**src/hw/rtl/owbm_pkg.sv**
```systemverilog
package owbm_pkg;

   // Configuration register file
   localparam int CFG_W       = 10;
   localparam int NUM_REGS    = 7;
   localparam int CFG_ADDR_W  = 3;

   // Defaults handed to the top-level parameters
   localparam int TIMER_BITS_DEF  = 10;
   localparam int QUEUE_DEPTH_DEF = 2;

   // Stream widths
   localparam int REQ_TDATA_W = 16;
   localparam int RSP_TDATA_W = 16;

   typedef logic [NUM_REGS-1:0][CFG_W-1:0] cfg_array_type;

   typedef enum logic [CFG_ADDR_W-1:0] {
      REG_RST_LOW     = 3'd0,
      REG_RST_RELEASE = 3'd1,
      REG_RST_SETTLE  = 3'd2,
      REG_RD_SAMPLE   = 3'd3,
      REG_RD_RECOVERY = 3'd4,
      REG_WR_LEAD     = 3'd5,
      REG_WR_HOLD     = 3'd6
   } reg_idx_type;

   // Reset values, highest index first
   localparam cfg_array_type CFG_RESET = {
      10'd40,   // write hold
      10'd16,   // write lead
      10'd60,   // read recovery
      10'd8,    // read sample
      10'd10,   // reset settle
      10'd60,   // reset release
      10'd450   // reset low
   };

   typedef enum logic [1:0] {
      CMD_TICK  = 2'd0,
      CMD_RESET = 2'd1,
      CMD_WRITE = 2'd2,
      CMD_READ  = 2'd3
   } cmd_type;

   typedef enum logic [3:0] {
      PH_IDLE       = 4'd0,
      PH_RST_LOW    = 4'd1,
      PH_RST_REL    = 4'd2,
      PH_RST_SETTLE = 4'd3,
      PH_RST_POLL   = 4'd4,
      PH_RD_PULSE   = 4'd5,
      PH_RD_WAIT    = 4'd6,
      PH_RD_REC     = 4'd7,
      PH_WR_LEAD    = 4'd8,
      PH_WR_PULSE   = 4'd9,
      PH_WR_HOLD    = 4'd10
   } phase_type;

   // One classified tick as it travels through the queue
   typedef struct packed {
      cmd_type    cmd;
      logic [7:0] data_byte;
      logic       line_high;
   } item_type;

endpackage

```
**src/hw/rtl/one_wire_bus_master.sv**
```systemverilog
// A req transaction is first written into the input queue; the sequencer then
// takes it and registers the result that goes out on rsp.
// Throughput: 1 tick per cycle while rsp_tready holds; the sequencer advances its
// phase state once per tick it takes, and the queue (two entries by default) buffers ticks.
// Reset (synchronous, active high): queue empty, sequencer idle, timers and
// bytes cleared, configuration registers back to their default durations.
module one_wire_bus_master
   import owbm_pkg::*;
#(
   parameter int TIMER_BITS  = TIMER_BITS_DEF,   // 8..16, width of the phase timer
   parameter int QUEUE_DEPTH = QUEUE_DEPTH_DEF   // ticks buffered ahead of the sequencer
) (
   input  logic                   clock,
   input  logic                   reset,
   // tick stream in
   input  logic                   req_tvalid,
   output logic                   req_tready,
   // cmd[1:0], data_byte[9:2], line_high[10], zero fill above
   input  logic [REQ_TDATA_W-1:0] req_tdata,
   // result stream out
   output logic                   rsp_tvalid,
   input  logic                   rsp_tready,
   // drive_low[0], busy_res[1], done_res[2], read_byte[10:3], rejected[11], zero fill above
   output logic [RSP_TDATA_W-1:0] rsp_tdata,
   // configuration writes
   input  logic                   csr_wr_en,
   input  logic [CFG_ADDR_W-1:0]  csr_addr,
   input  logic [CFG_W-1:0]       csr_wdata
);

   cfg_array_type cfg_ff;
   logic          item_valid;
   logic          item_pop;
   item_type      item;

   // Duration registers: drop writes to indexes past the last register.
   // A new value takes effect on the very next tick, even mid-sequence.
   always_ff @(posedge clock) begin
      if (reset) begin
         cfg_ff <= CFG_RESET;
      end else if (csr_wr_en && (csr_addr < CFG_ADDR_W'(NUM_REGS))) begin
         cfg_ff[csr_addr] <= csr_wdata;
      end
   end

   // Front: accept and classify ticks, buffer them ahead of the sequencer
   owbm_queue #(
      .DEPTH (QUEUE_DEPTH)
   ) u_queue (
      .clock      (clock),
      .reset      (reset),
      .req_tvalid (req_tvalid),
      .req_tready (req_tready),
      .req_tdata  (req_tdata),
      .item_valid (item_valid),
      .item_pop   (item_pop),
      .item       (item)
   );

   // Back: run the bus phases one tick at a time and register each result
   owbm_engine #(
      .TIMER_BITS (TIMER_BITS)
   ) u_engine (
      .clock      (clock),
      .reset      (reset),
      .cfg        (cfg_ff),
      .item_valid (item_valid),
      .item_pop   (item_pop),
      .item       (item),
      .rsp_tvalid (rsp_tvalid),
      .rsp_tready (rsp_tready),
      .rsp_tdata  (rsp_tdata)
   );

endmodule

```
**src/hw/rtl/owbm_queue.sv**
```systemverilog
module owbm_queue
   import owbm_pkg::*;
#(
   parameter int DEPTH = QUEUE_DEPTH_DEF
) (
   input  logic                   clock,
   input  logic                   reset,
   input  logic                   req_tvalid,
   output logic                   req_tready,
   // cmd[1:0], data_byte[9:2], line_high[10], zero fill above
   input  logic [REQ_TDATA_W-1:0] req_tdata,
   output logic                   item_valid,
   input  logic                   item_pop,
   output item_type               item
);

   localparam int PTR_W = (DEPTH > 1) ? $clog2(DEPTH) : 1;
   localparam int CNT_W = $clog2(DEPTH + 1);

   item_type           mem_ff [DEPTH];
   logic [PTR_W-1:0]   wr_ptr_ff, wr_ptr_in;
   logic [PTR_W-1:0]   rd_ptr_ff, rd_ptr_in;
   logic [CNT_W-1:0]   count_ff, count_in;
   logic               push;
   logic               pop;
   item_type           item_in;

   // Classify the incoming word into command, data and line level
   always_comb begin
      item_in.cmd       = cmd_type'(req_tdata[1:0]);
      item_in.data_byte = req_tdata[9:2];
      item_in.line_high = req_tdata[10];
   end

   assign req_tready = (count_ff != CNT_W'(DEPTH));
   assign item_valid = (count_ff != '0);
   assign push       = req_tvalid && req_tready;
   assign pop        = item_pop && item_valid;
   assign item       = mem_ff[rd_ptr_ff];

   always_comb begin
      wr_ptr_in = wr_ptr_ff;
      rd_ptr_in = rd_ptr_ff;
      count_in  = count_ff;
      if (push) begin
         wr_ptr_in = (wr_ptr_ff == PTR_W'(DEPTH - 1)) ? '0 : wr_ptr_ff + PTR_W'(1);
      end
      if (pop) begin
         rd_ptr_in = (rd_ptr_ff == PTR_W'(DEPTH - 1)) ? '0 : rd_ptr_ff + PTR_W'(1);
      end
      if (push && !pop) begin
         count_in = count_ff + CNT_W'(1);
      end else if (pop && !push) begin
         count_in = count_ff - CNT_W'(1);
      end
   end

   always_ff @(posedge clock) begin
      if (reset) begin
         wr_ptr_ff <= '0;
         rd_ptr_ff <= '0;
         count_ff  <= '0;
      end else begin
         wr_ptr_ff <= wr_ptr_in;
         rd_ptr_ff <= rd_ptr_in;
         count_ff  <= count_in;
      end
   end

   always_ff @(posedge clock) begin
      if (push) begin
         mem_ff[wr_ptr_ff] <= item_in;
      end
   end

endmodule

```
**src/hw/rtl/owbm_engine.sv**
```systemverilog
module owbm_engine
   import owbm_pkg::*;
#(
   parameter int TIMER_BITS = TIMER_BITS_DEF
) (
   input  logic                   clock,
   input  logic                   reset,
   input  cfg_array_type          cfg,
   input  logic                   item_valid,
   output logic                   item_pop,
   input  item_type               item,
   output logic                   rsp_tvalid,
   input  logic                   rsp_tready,
   // drive_low[0], busy_res[1], done_res[2], read_byte[10:3], rejected[11]
   output logic [RSP_TDATA_W-1:0] rsp_tdata
);

   localparam int EXT_W = CFG_W + TIMER_BITS;

   phase_type              phase_ff, phase_in;
   logic [TIMER_BITS-1:0]  tick_count_ff, tick_count_in;
   logic [2:0]             bit_index_ff, bit_index_in;
   logic [7:0]             shift_byte_ff, shift_byte_in;
   logic [7:0]             result_byte_ff, result_byte_in;
   logic                   rsp_tvalid_ff, rsp_tvalid_in;
   logic [RSP_TDATA_W-1:0] rsp_tdata_ff, rsp_tdata_in;

   phase_type              ph0;
   logic [TIMER_BITS-1:0]  tc0;
   logic [2:0]             bi0;
   logic [7:0]             sb0;
   logic [7:0]             sb_sampled;
   logic                   rejected;
   logic                   drive;
   logic                   done;
   logic                   busy;
   reg_idx_type            reg_sel;
   logic [EXT_W-1:0]       dur_ext;
   logic [TIMER_BITS-1:0]  dur;
   logic [TIMER_BITS-1:0]  dur_eff;
   logic                   t_end;
   logic [TIMER_BITS-1:0]  tc_timed;
   logic                   step;

   // Advance one tick whenever an item waits and the output slot is free
   assign step     = item_valid && (!rsp_tvalid_ff || rsp_tready);
   assign item_pop = step;

   always_ff @(posedge clock) begin
      if (reset) begin
         phase_ff       <= PH_IDLE;
         tick_count_ff  <= '0;
         bit_index_ff   <= '0;
         shift_byte_ff  <= '0;
         result_byte_ff <= '0;
         rsp_tvalid_ff  <= 1'b0;
      end else begin
         rsp_tvalid_ff <= rsp_tvalid_in;
         if (step) begin
            phase_ff       <= phase_in;
            tick_count_ff  <= tick_count_in;
            bit_index_ff   <= bit_index_in;
            shift_byte_ff  <= shift_byte_in;
            result_byte_ff <= result_byte_in;
         end
      end
   end

   always_ff @(posedge clock) begin
      if (step) begin
         rsp_tdata_ff <= rsp_tdata_in;
      end
   end

   always_comb begin
      // Start a sequence when idle, otherwise flag a nonzero command
      ph0      = phase_ff;
      tc0      = tick_count_ff;
      bi0      = bit_index_ff;
      sb0      = shift_byte_ff;
      rejected = 1'b0;
      if (phase_ff != PH_IDLE) begin
         rejected = (item.cmd != CMD_TICK);
      end else begin
         unique case (item.cmd)
            CMD_TICK: begin
            end
            CMD_RESET: begin
               ph0 = PH_RST_LOW;
               tc0 = '0;
            end
            CMD_WRITE: begin
               ph0 = PH_WR_LEAD;
               tc0 = '0;
               bi0 = '0;
               sb0 = item.data_byte;
            end
            CMD_READ: begin
               ph0 = PH_RD_PULSE;
               tc0 = '0;
               bi0 = '0;
               sb0 = '0;
            end
         endcase
      end

      // Shared phase timer
      unique case (ph0)
         PH_RST_REL:    reg_sel = REG_RST_RELEASE;
         PH_RST_SETTLE: reg_sel = REG_RST_SETTLE;
         PH_RD_WAIT:    reg_sel = REG_RD_SAMPLE;
         PH_RD_REC:     reg_sel = REG_RD_RECOVERY;
         PH_WR_LEAD:    reg_sel = REG_WR_LEAD;
         PH_WR_HOLD:    reg_sel = REG_WR_HOLD;
         default:       reg_sel = REG_RST_LOW;
      endcase
      dur_ext  = EXT_W'(cfg[reg_sel]);
      dur      = dur_ext[TIMER_BITS-1:0];
      dur_eff  = (dur == '0) ? TIMER_BITS'(1) : dur;
      t_end    = ({1'b0, tc0} + (TIMER_BITS + 1)'(1)) >= {1'b0, dur_eff};
      tc_timed = t_end ? '0 : tc0 + TIMER_BITS'(1);

      // Capture the line on the first recovery tick
      sb_sampled = (tc0 == '0) ? {item.line_high, sb0[7:1]} : sb0;

      phase_in       = ph0;
      tick_count_in  = tc0;
      bit_index_in   = bi0;
      shift_byte_in  = sb0;
      result_byte_in = result_byte_ff;
      drive          = 1'b0;
      done           = 1'b0;

      unique case (ph0)
         PH_IDLE: begin
         end
         PH_RST_LOW: begin
            drive         = 1'b1;
            tick_count_in = tc_timed;
            if (t_end) phase_in = PH_RST_REL;
         end
         PH_RST_REL: begin
            tick_count_in = tc_timed;
            if (t_end) phase_in = PH_RST_SETTLE;
         end
         PH_RST_SETTLE: begin
            tick_count_in = tc_timed;
            if (t_end) phase_in = PH_RST_POLL;
         end
         PH_RST_POLL: begin
            if (item.line_high) begin
               phase_in = PH_IDLE;
               done     = 1'b1;
            end
         end
         PH_RD_PULSE: begin
            drive         = 1'b1;
            tick_count_in = '0;
            phase_in      = PH_RD_WAIT;
         end
         PH_RD_WAIT: begin
            tick_count_in = tc_timed;
            if (t_end) phase_in = PH_RD_REC;
         end
         PH_RD_REC: begin
            shift_byte_in = sb_sampled;
            tick_count_in = tc_timed;
            if (t_end) begin
               if (bi0 == 3'd7) begin
                  result_byte_in = sb_sampled;
                  bit_index_in   = '0;
                  phase_in       = PH_IDLE;
                  done           = 1'b1;
               end else begin
                  bit_index_in = bi0 + 3'd1;
                  phase_in     = PH_RD_PULSE;
               end
            end
         end
         PH_WR_LEAD: begin
            tick_count_in = tc_timed;
            if (t_end) phase_in = PH_WR_PULSE;
         end
         PH_WR_PULSE: begin
            drive         = 1'b1;
            tick_count_in = '0;
            phase_in      = PH_WR_HOLD;
         end
         PH_WR_HOLD: begin
            drive         = ~sb0[0];
            tick_count_in = tc_timed;
            if (t_end) begin
               shift_byte_in = {1'b0, sb0[7:1]};
               if (bi0 == 3'd7) begin
                  bit_index_in = '0;
                  phase_in     = PH_IDLE;
                  done         = 1'b1;
               end else begin
                  bit_index_in = bi0 + 3'd1;
                  phase_in     = PH_WR_PULSE;
               end
            end
         end
         default: begin
            phase_in = PH_IDLE;
         end
      endcase

      busy         = (phase_in != PH_IDLE);
      rsp_tdata_in = RSP_TDATA_W'({rejected, result_byte_in, done, busy, drive});

      // Hold the result until taken, refill when a new tick steps
      rsp_tvalid_in = rsp_tvalid_ff;
      if (step) begin
         rsp_tvalid_in = 1'b1;
      end else if (rsp_tready) begin
         rsp_tvalid_in = 1'b0;
      end
   end

   assign rsp_tvalid = rsp_tvalid_ff;
   assign rsp_tdata  = rsp_tdata_ff;

endmodule

```
**config.mk**
```make
export PLATFORM = sky130hd
export DESIGN_NAME = one_wire_bus_master
export DESIGN_NICKNAME = d
export VERILOG_FILES = /design/src/hw/rtl/owbm_pkg.sv /design/src/hw/rtl/one_wire_bus_master.sv /design/src/hw/rtl/owbm_queue.sv /design/src/hw/rtl/owbm_engine.sv
export SDC_FILE = /design/constraint.sdc
export NUM_CORES = 1
export LEC_CHECK = 0
export BUFFER_PORTS_ARGS = -buffer_cell sky130_fd_sc_hd__clkbuf_2
export CORE_MARGIN = 5
export CORE_UTILIZATION = 30
export DETAILED_ROUTE_END_ITERATION = 10
export HOLD_SLACK_MARGIN = 0.03
export RECOVER_POWER = 25
export SYNTH_ARGS = -nofsm -noshare
export SYNTH_HDL_FRONTEND = slang
export SYNTH_SLANG_ARGS = --single-unit
```
**constraint.sdc**
```tcl
create_clock -name clock -period 8.1 [get_ports clock]
set_input_delay 0.405 -clock clock [delete_from_list [all_inputs] [get_ports clock]]
set_output_delay 0.405 -clock clock [all_outputs]
set_load 0.01 [all_outputs]
```
==> summary.json, run 1 <==
{
  "final_layout": {
    "n_antenna_cell": 0,
    "final.fill_count": 2419,
    "final_nets": 884,
    "fraction_of_final_layout_cells_sized_beyond_drive_strength_1_pct": 13.1,
    "area_growth_pct": 14.2,
    "final_cell_area_sq_um": 8250,
    "post-route-util_pct": 34.9
  },
  "timing": {
    "final.setup_skew_ps": 8.81,
    "final.min_clock_period_ps": 6120,
    "rsz0062_at_grt": "false",
    "setup-tns-final_ps": 0,
    "fmax_ghz": 0.163,
    "finalSetupViolCount": 0,
    "final_hold_violations": 0,
    "worst_slew_slack_as_a_fraction_of_its_limit_pct": -116,
    "tightest_slew_ps": 3240,
    "finalMaxSlewViolations": 79,
    "final.period_utilization_pct": 75.5
  },
  "synth": {
    "synth_seq_area_share_pct": 44.4,
    "synth_edf_count": 34,
    "ys.flop_type": "sky130_fd_sc_hd__dfxtp_1",
    "netlist_cell_types": 65,
    "postSynth.asyncResetShare_pct": 0,
    "synth_area_sq_um": 7220,
    "yosysWarningCount": 0,
    "flip_flop_and_latch_count_after_synthesis": 143,
    "post_synth_inst_count": 814,
    "avg_inst_size_synth_sq_um": 8.87
  },
  "placement": {
    "total_cell_area_at_the_placement_stage_sq_um": 7640,
    "place.gp.congestion": 0.795,
    "portBuffers": 42,
    "dp_hpwl_um": 11300
  },
  "status": {
    "status": "finished with violations",
    "failed_checks": "capacitance limit, slew limit"
  },
  "global_route": {
    "number_of_antenna_violations_at_the_first_check_in_global_routing": 0,
    "globalRoute.totalOverflow": 0,
    "number_of_global_route_vias_before_repair": 5436,
    "first_pass_grt_wire_length_um": 28200,
    "largest_net_degree_at_the_start_of_global_routing": 79,
    "gr-usage-all-layers_pct": 12.9
  },
  "detailed_routing": {
    "vias_per_cell": 4.85,
    "antenna_violating_nets_left": 0,
    "detail_route.wirelength_um": 17000,
    "drc_errors": 0,
    "detailedRoute.firstPassIterationCount": 5,
    "drt-initial-drc-count": 370,
    "overall_via_count_from_detail_route": 5664,
    "wl_per_cell_um": 14.6
  },
  "clock_network": {
    "worstSkewPairLatency_ps": 420,
    "cts_max_level": 4,
    "clkTransAtPathRegs_ps": 60,
    "cts_tree": "yes",
    "root_buffer": "sky130_fd_sc_hd__clkbuf_16",
    "cts.sink_count": 143,
    "numCtsBuffers": 17,
    "cts_buffer_depth": 2,
    "cts_setup_buffers": 0,
    "postCtsHoldBufs": 0,
    "post_cts_resize_count": 0
  },
  "worst_setup_path": {
    "arrival_ps": 6480,
    "path_max_fanout": 25,
    "reg2reg_from": "u_engine.phase_ff[1]$_SDFFE_PP0P_",
    "setup.worst_path.end_class": "register",
    "rrSetupSlack_ps": 1980,
    "r2r_cells": 17,
    "crit_path_start": "u_engine.phase_ff[1]$_SDFFE_PP0P_",
    "crit_path_start_kind": "register",
    "timing_worst_setup_path_type": "reg2reg",
    "endpoint": "u_engine.tick_count_ff[7]$_SDFFE_PP0P_",
    "worstPathRequired_ps": 8460,
    "critical_path.reg2reg.endpoint": "u_engine.tick_count_ff[7]$_SDFFE_PP0P_"
  },
  "power_and_ir_drop": {
    "worst_vdd_rail_ir_drop_mv": 0.136,
    "pwr_density_cell_nw_per_um2": 347,
    "power.leakage_uw": 0.00320
  },
  "floorplanning": {
    "ioPinCount": 52,
    "core.rowCount": 56,
    "vertical_die_dimension_um": 165,
    "initial_utilization_pct": 30.6,
    "placeableCoreArea_sq_um": 23600,
    "die_width_um": 165,
    "floorplan.die_area_sq_um": 27300
  },
  "worst_hold_path": {
    "hold-path-cell-count": 1,
    "worstHoldPathType": "in2reg"
  },
  "job": {
    "max_cap_violations": 1
  }
}
==> sequential cells by signal, indices dropped and copies added (netlist names), 2 cells and up, named ones only <==
| name | cells |
|---|---|
| u_queue.count_ff | 2 |
| u_engine.bit_index_ff | 3 |
| u_engine.phase_ff | 4 |
| u_queue.mem_ff | 22 |
| u_engine.rsp_tdata | 12 |
| u_engine.tick_count_ff | 10 |
| u_engine.shift_byte_ff | 8 |
| u_engine.result_byte_ff | 8 |
| cfg_ff | 70 |
==> final cells by class <==
class,instances,area (sq um),share of cell area [%]
Clock buffer,19,464,5.63
Multi-Input combinational cell,611,3720,45.1
Tap cell,319,399,4.84
Inverter,10,37.5,0.455
Sequential cell,143,3200,38.8
Timing Repair Buffer,52,273,3.31
Clock inverter,13,151,1.84
==> per-stage QoR <==
stage          hold slack, ps  cells  total power [uW]  setup slack (ps)
5_1_grt                   155   1167              3070              1510
4_1_cts                   155   1167              2890              2000
2_1_floorplan             432    817              1810              3900
3_3_place_gp              439   1135              2060              2040
3_5_place_dp              447   1135              2070              2010
6_report                  172   1167              2860              1980
==> cells by family (layout without fill, tap and decap cells) <==
group,after synthesis,in the layout,share of synthesized area (%)
buf+inv,63,94,4.28
flops,143,143,44.4
simple gates,331,331,21.0
compound gates,173,173,15.2
mux,73,73,10.6
other cells,1,4,0.0520
xor+xnor,15,15,1.82
fa+ha+maj,15,15,2.60
==> synth_stat cells (2+ instances only) <==
library cell               instances  area [sq um]
sky130_fd_sc_hd__nand2_1         166           623
sky130_fd_sc_hd__dfxtp_1         109          2180
sky130_fd_sc_hd__a21oi_1          80           400
sky130_fd_sc_hd__nor2_1           63           236
sky130_fd_sc_hd__mux2i_1          49           490
sky130_fd_sc_hd__edfxtp_1         34          1020
sky130_fd_sc_hd__nor3_1           30           150
sky130_fd_sc_hd__clkbuf_1         28           105
sky130_fd_sc_hd__mux2_2           22           248
sky130_fd_sc_hd__o21ai_0          22           110
sky130_fd_sc_hd__nand3b_1         18           135
sky130_fd_sc_hd__ha_1             15           188
sky130_fd_sc_hd__a22oi_1          11          82.6
sky130_fd_sc_hd__nand3_1          11          55.1
sky130_fd_sc_hd__a21o_1           10          75.1
sky130_fd_sc_hd__buf_2            10          50.1
sky130_fd_sc_hd__a211oi_1          9          67.6
sky130_fd_sc_hd__a22o_1            8          70.1
sky130_fd_sc_hd__inv_1             8          30.0
sky130_fd_sc_hd__xor2_1            8          70.1
sky130_fd_sc_hd__a221oi_1          7          61.3
sky130_fd_sc_hd__and2_1            7          43.8
sky130_fd_sc_hd__buf_4             7          52.6
sky130_fd_sc_hd__nor2b_1           7          43.8
sky130_fd_sc_hd__xnor2_1           7          61.3
sky130_fd_sc_hd__a31oi_1           6          37.5
sky130_fd_sc_hd__nand2b_1          6          37.5
sky130_fd_sc_hd__and3_1            4          25.0
sky130_fd_sc_hd__buf_1             4          15.0
sky130_fd_sc_hd__buf_6             3          33.8
sky130_fd_sc_hd__nand4_1           3          18.8
sky130_fd_sc_hd__o211ai_1          3          22.5
sky130_fd_sc_hd__or3_1             3          18.8
sky130_fd_sc_hd__a311oi_1          2          17.5
sky130_fd_sc_hd__nor4_1            2          12.5
sky130_fd_sc_hd__o31ai_1           2          15.0
sky130_fd_sc_hd__or4_1             2          15.0
==> worst max-delay path: stages, from the launching register on <==
cell and delay [ps]:
sky130_fd_sc_hd__dfxtp_1 770, sky130_fd_sc_hd__and4b_1 730, sky130_fd_sc_hd__nor2_1 110, sky130_fd_sc_hd__a21oi_1 670
sky130_fd_sc_hd__mux2_2 410, sky130_fd_sc_hd__a21oi_1 170, sky130_fd_sc_hd__o21a_1 180, sky130_fd_sc_hd__and4_1 180
sky130_fd_sc_hd__a41o_1 180, sky130_fd_sc_hd__ha_1 220, sky130_fd_sc_hd__nand2b_1 140, sky130_fd_sc_hd__a21o_1 170
sky130_fd_sc_hd__a21o_1 170, sky130_fd_sc_hd__a31oi_1 280, sky130_fd_sc_hd__o221ai_4 420, sky130_fd_sc_hd__a211oi_1 510
sky130_fd_sc_hd__nor2b_1 510, sky130_fd_sc_hd__a22o_1 220
==> where the power goes <==
| group | total (uW) | switching (uW) | internal, uW |
|---|---|---|---|
| clock network | 802 | 315 | 486 |
| registers | 925 | 85.4 | 840 |
| logic | 1140 | 699 | 438 |
| total | 2860 | 1100 | 1760 |
==> placed cells by master (no fill, tap or decap), drive strengths merged, types with 2 or more instances in the layout <==
| master | synthesis | layout |
|---|---|---|
| nand4 | 4 | 4 |
| o31ai | 2 | 2 |
| clkinv | 1 | 6 |
| nor2b | 7 | 7 |
| dfxtp | 109 | 109 |
| a22o | 8 | 8 |
| and2 | 7 | 7 |
| xnor2 | 7 | 7 |
| bufinv | 0 | 2 |
| and3 | 4 | 4 |
| buf | 25 | 9 |
| a221oi | 7 | 7 |
| ha | 15 | 15 |
| mux2i | 49 | 49 |
| nand3 | 12 | 12 |
| a22oi | 11 | 11 |
| nor4 | 3 | 3 |
| o221ai | 2 | 2 |
| a31oi | 6 | 6 |
| nor3 | 31 | 31 |
| o211ai | 3 | 3 |
| a21oi | 80 | 80 |
| or4 | 2 | 2 |
| nor2 | 63 | 63 |
| or3 | 4 | 4 |
| clkbuf | 28 | 62 |
| a211oi | 10 | 10 |
| nand2 | 166 | 166 |
| nand3b | 18 | 18 |
| xor2 | 8 | 8 |
| inv | 9 | 14 |
| conb | 1 | 4 |
| o21ai | 22 | 22 |
| nand2b | 6 | 6 |
| edfxtp | 34 | 34 |
| a311oi | 2 | 2 |
| mux2 | 24 | 24 |
| a21o | 10 | 10 |
==> per-layer routing <==
layer	global-route usage, %	wire length (um)
met5	0	0
met4	4.35	288
met3	3.20	738
met2	19.8	7690
met1	17.8	8280
==> how the worst min path moves through the flow <==
| stage | from | to | slack (ps) |
|---|---|---|---|
| final | req_tdata[10] | u_queue.mem_ff[1][0]$_DFFE_PP_ | 170 |
| after global routing | req_tdata[4] | u_queue.mem_ff[1][3]$_DFFE_PP_ | 160 |
| after CTS | req_tdata[10] | u_queue.mem_ff[1][0]$_DFFE_PP_ | 160 |
| after detailed placement | cfg_ff[39]$_SDFFE_PP0P_ | cfg_ff[39]$_SDFFE_PP0P_ | 450 |
| after global placement | cfg_ff[4]$_SDFFE_PP0P_ | cfg_ff[4]$_SDFFE_PP0P_ | 440 |
| after floorplan | cfg_ff[56]$_SDFFE_PP0P_ | cfg_ff[56]$_SDFFE_PP0P_ | 430 |
Note: power is estimated with default switching activity, not from simulation.
==> inputs of run 2 (changes only) <==
==> constraint.sdc (replaced) <==
create_clock -name clock -period 5.45 [get_ports clock]
set_input_delay 0.2725 -clock clock [delete_from_list [all_inputs] [get_ports clock]]
set_output_delay 0.2725 -clock clock [all_outputs]
set_load 0.01 [all_outputs]
==> summary.json, run 2 (synthesized netlist as in run 1, its figures left out) <==
{
  "status": {
    "status": "complete, no violations"
  },
  "final_layout": {
    "post-route-util_pct": 35.6,
    "final_cell_count_no_fill": 1183,
    "area_growth_pct": 16.5,
    "fraction_of_final_layout_cells_sized_beyond_drive_strength_1_pct": 13.8,
    "number_of_flip_flops_under_the_largest_register_name": 70,
    "final_cell_mix": "166 x sky130_fd_sc_hd__nand2_1, 108 x sky130_fd_sc_hd__dfxtp_1, 80 x sky130_fd_sc_hd__a21oi_1",
    "max_flop_register": "cfg_ff",
    "n_antenna_cell": 0,
    "final_nets": 900,
    "most_common_cell_after_layout_fill_and_taps_aside": "sky130_fd_sc_hd__nand2_1"
  },
  "clock_network": {
    "cts_tree": "yes",
    "numCtsBuffers": 17,
    "clkTransAtPathRegs_ps": 60,
    "cts_max_level": 4,
    "root_buffer": "sky130_fd_sc_hd__clkbuf_16",
    "cts_setup_buffers": 0,
    "cts_buffer_depth": 2,
    "cts.sink_count": 143,
    "worstSkewPairLatency_ps": 430
  },
  "detailed_routing": {
    "antenna_violating_nets_left": 0,
    "detailedRoute.firstPassIterationCount": 7,
    "vias_per_cell": 4.93,
    "overall_via_count_from_detail_route": 5834,
    "wl_per_cell_um": 15.1,
    "detail_route.wirelength_um": 17900,
    "drt-initial-drc-count": 472,
    "drc_errors": 0
  },
  "worst_setup_path": {
    "reg2reg_from": "u_queue.mem_ff[0][10]$_DFFE_PP_",
    "r2r_cells": 18,
    "arrival_ps": 5390,
    "slowest_cell_on_crit_path": "sky130_fd_sc_hd__nor2b_1",
    "rrSetupSlack_ps": 420,
    "path_common_cell": "sky130_fd_sc_hd__a21o_1",
    "crit_path_start_kind": "register",
    "timing.critical_path.cells": "nor4b_2 > a31oi_1 > a211o_1 > buf_4 > mux2_2 > a22oi_1 > a21o_1 > and4_1 > a41o_1 > ha_1 > nand2b_1 > a21o_1 > a21o_1 > a31oi_1 > o221ai_4 > a211oi_1 > nor2b_1 > a22o_1",
    "path_max_fanout": 21,
    "critical_path.reg2reg.endpoint": "u_engine.tick_count_ff[3]$_SDFFE_PP0P_",
    "setup.worst_path.end_class": "register",
    "timing_worst_setup_path_type": "reg2reg",
    "worstPathRequired_ps": 5810,
    "timing.critical_path.slowest_cell_delay_ps": 530
  },
  "floorplanning": {
    "core.rowCount": 56,
    "ioPinCount": 52,
    "vertical_die_dimension_um": 165,
    "initial_utilization_pct": 30.6,
    "floorplan.die_area_sq_um": 27300,
    "placeableCoreArea_sq_um": 23600,
    "die_width_um": 165
  },
  "global_route": {
    "number_of_global_route_vias_before_repair": 5592,
    "first_pass_grt_wire_length_um": 29100,
    "gr-usage-all-layers_pct": 13.4,
    "largest_net_degree_at_the_start_of_global_routing": 106,
    "globalRoute.totalOverflow": 0,
    "number_of_antenna_violations_at_the_first_check_in_global_routing": 0
  },
  "job": {
    "max_cap_violations": 0
  },
  "worst_hold_path": {
    "hold-path-cell-count": 1,
    "min-delay-start": "req_tdata[8]",
    "worstHoldPathType": "in2reg",
    "min_delay_worst_endpoint": "u_queue.mem_ff[1][7]$_DFFE_PP_"
  },
  "placement": {
    "dp_hpwl_um": 11800,
    "cell_count_post_placement": 1143,
    "place_ws_ps": 410,
    "place.gp.congestion": 0.849,
    "portBuffers": 42
  },
  "timing": {
    "layout_setup_ws_ps": 421,
    "final.setup_skew_ps": 13.7,
    "worst_slew_slack_as_a_fraction_of_its_limit_pct": 4.13,
    "finalHoldWorstSlack_ps": 71.6,
    "final_hold_violations": 0,
    "setup-tns-final_ps": 0,
    "final.min_clock_period_ps": 5030,
    "final.period_utilization_pct": 92.3,
    "fmax_ghz": 0.199,
    "tightest_slew_ps": 1430,
    "finalMaxSlewViolations": 0,
    "rsz0062_at_grt": "false",
    "finalSetupViolCount": 0
  },
  "power_and_ir_drop": {
    "clock_power_share_pct": 28.3,
    "power_report.internal_total_uw": 2700,
    "power.leakage_uw": 0.00329,
    "power_switching_uw": 1660,
    "seq_power_share_pct": 30.7,
    "pwr_density_cell_nw_per_um2": 518,
    "worst_vdd_rail_ir_drop_mv": 0.211,
    "power_switching_share_pct": 38.0,
    "power_frac_comb_pct": 40.9
  }
}
[run 2: cell types whose count changed in the layout (fill, tap and decap cells not counted), moves of 2 or more]
cell,before,now
sky130_fd_sc_hd__clkbuf_2,35,32
sky130_fd_sc_hd__dlygate4sd3_1,0,8
sky130_fd_sc_hd__buf_4,9,18
sky130_fd_sc_hd__clkinv_4,4,2
sky130_fd_sc_hd__inv_6,3,5
[run 2: metal layers]
layer	share of wire, %	track usage, %	vias up
li1	-	-	2946
met1	49	18.4	2756
met2	46	21.0	106
met3	3.5	2.38	26
met4	1.9	5.22	0
met5	0	0	-
[run 2: through the flow]
stage,cell area (sq um),power [uW]
2_1_floorplan,7230,2690
3_3_place_gp,7720,3110
3_5_place_dp,7720,3140
4_1_cts,8430,4390
5_1_grt,8410,4650
6_report,8410,4360
[run 2: timing repair]
action,CTS,global route
setup endpoints to repair,0,7
resized for setup,0,1
hold buffers,8,0
hold endpoints to repair,16,0
[run 2: worst max-delay path by stage]
stage                                       from                                      to  slack, ps
2_1_floorplan  u_engine.phase_ff[1]$_SDFFE_PP0P_         u_engine.rsp_tdata[1]$_DFFE_PP_       1250
3_3_place_gp   u_engine.phase_ff[0]$_SDFFE_PP0P_  u_engine.tick_count_ff[3]$_SDFFE_PP0P_        470
3_5_place_dp   u_engine.phase_ff[0]$_SDFFE_PP0P_  u_engine.tick_count_ff[3]$_SDFFE_PP0P_        410
4_1_cts        u_engine.phase_ff[0]$_SDFFE_PP0P_  u_engine.tick_count_ff[3]$_SDFFE_PP0P_        380
5_1_grt          u_queue.mem_ff[0][10]$_DFFE_PP_  u_engine.tick_count_ff[6]$_SDFFE_PP0P_         20
6_report         u_queue.mem_ff[0][10]$_DFFE_PP_  u_engine.tick_count_ff[3]$_SDFFE_PP0P_        420
[run 2: worst max-delay path: cells and delay by family, from the launching register on]
kind                     cells  cell delay [ps]
AND/OR/NAND/NOR              4             1050
buffers and inverters        1              290
AO/OA/AOI/OAI               11             2620
flip-flops                   1              410
adder cells (fa/ha/maj)      1              220
multiplexers                 1              360
[run 2: power by group through the flow]
| stage | registers (uW) | logic [uW] | clock network, uW |
|---|---|---|---|
| floorplan | 1340 | 1350 | 0 |
| global placement | 1360 | 1760 | 0 |
| detailed placement | 1360 | 1780 | 0 |
| CTS | 1340 | 1790 | 1260 |
| global route | 1360 | 1990 | 1300 |
| finish | 1340 | 1780 | 1230 |
[run 2: final cells by class]
cell class / instances / area [sq um]
clock buffers: 18 / 450
inverters: 10 / 37.5
clock inverters: 14 / 174
fillers: 2430 / 15200
well taps: 319 / 399
flip-flops and latches: 143 / 3200
multi-input cells: 611 / 3720
repair buffers: 68 / 429
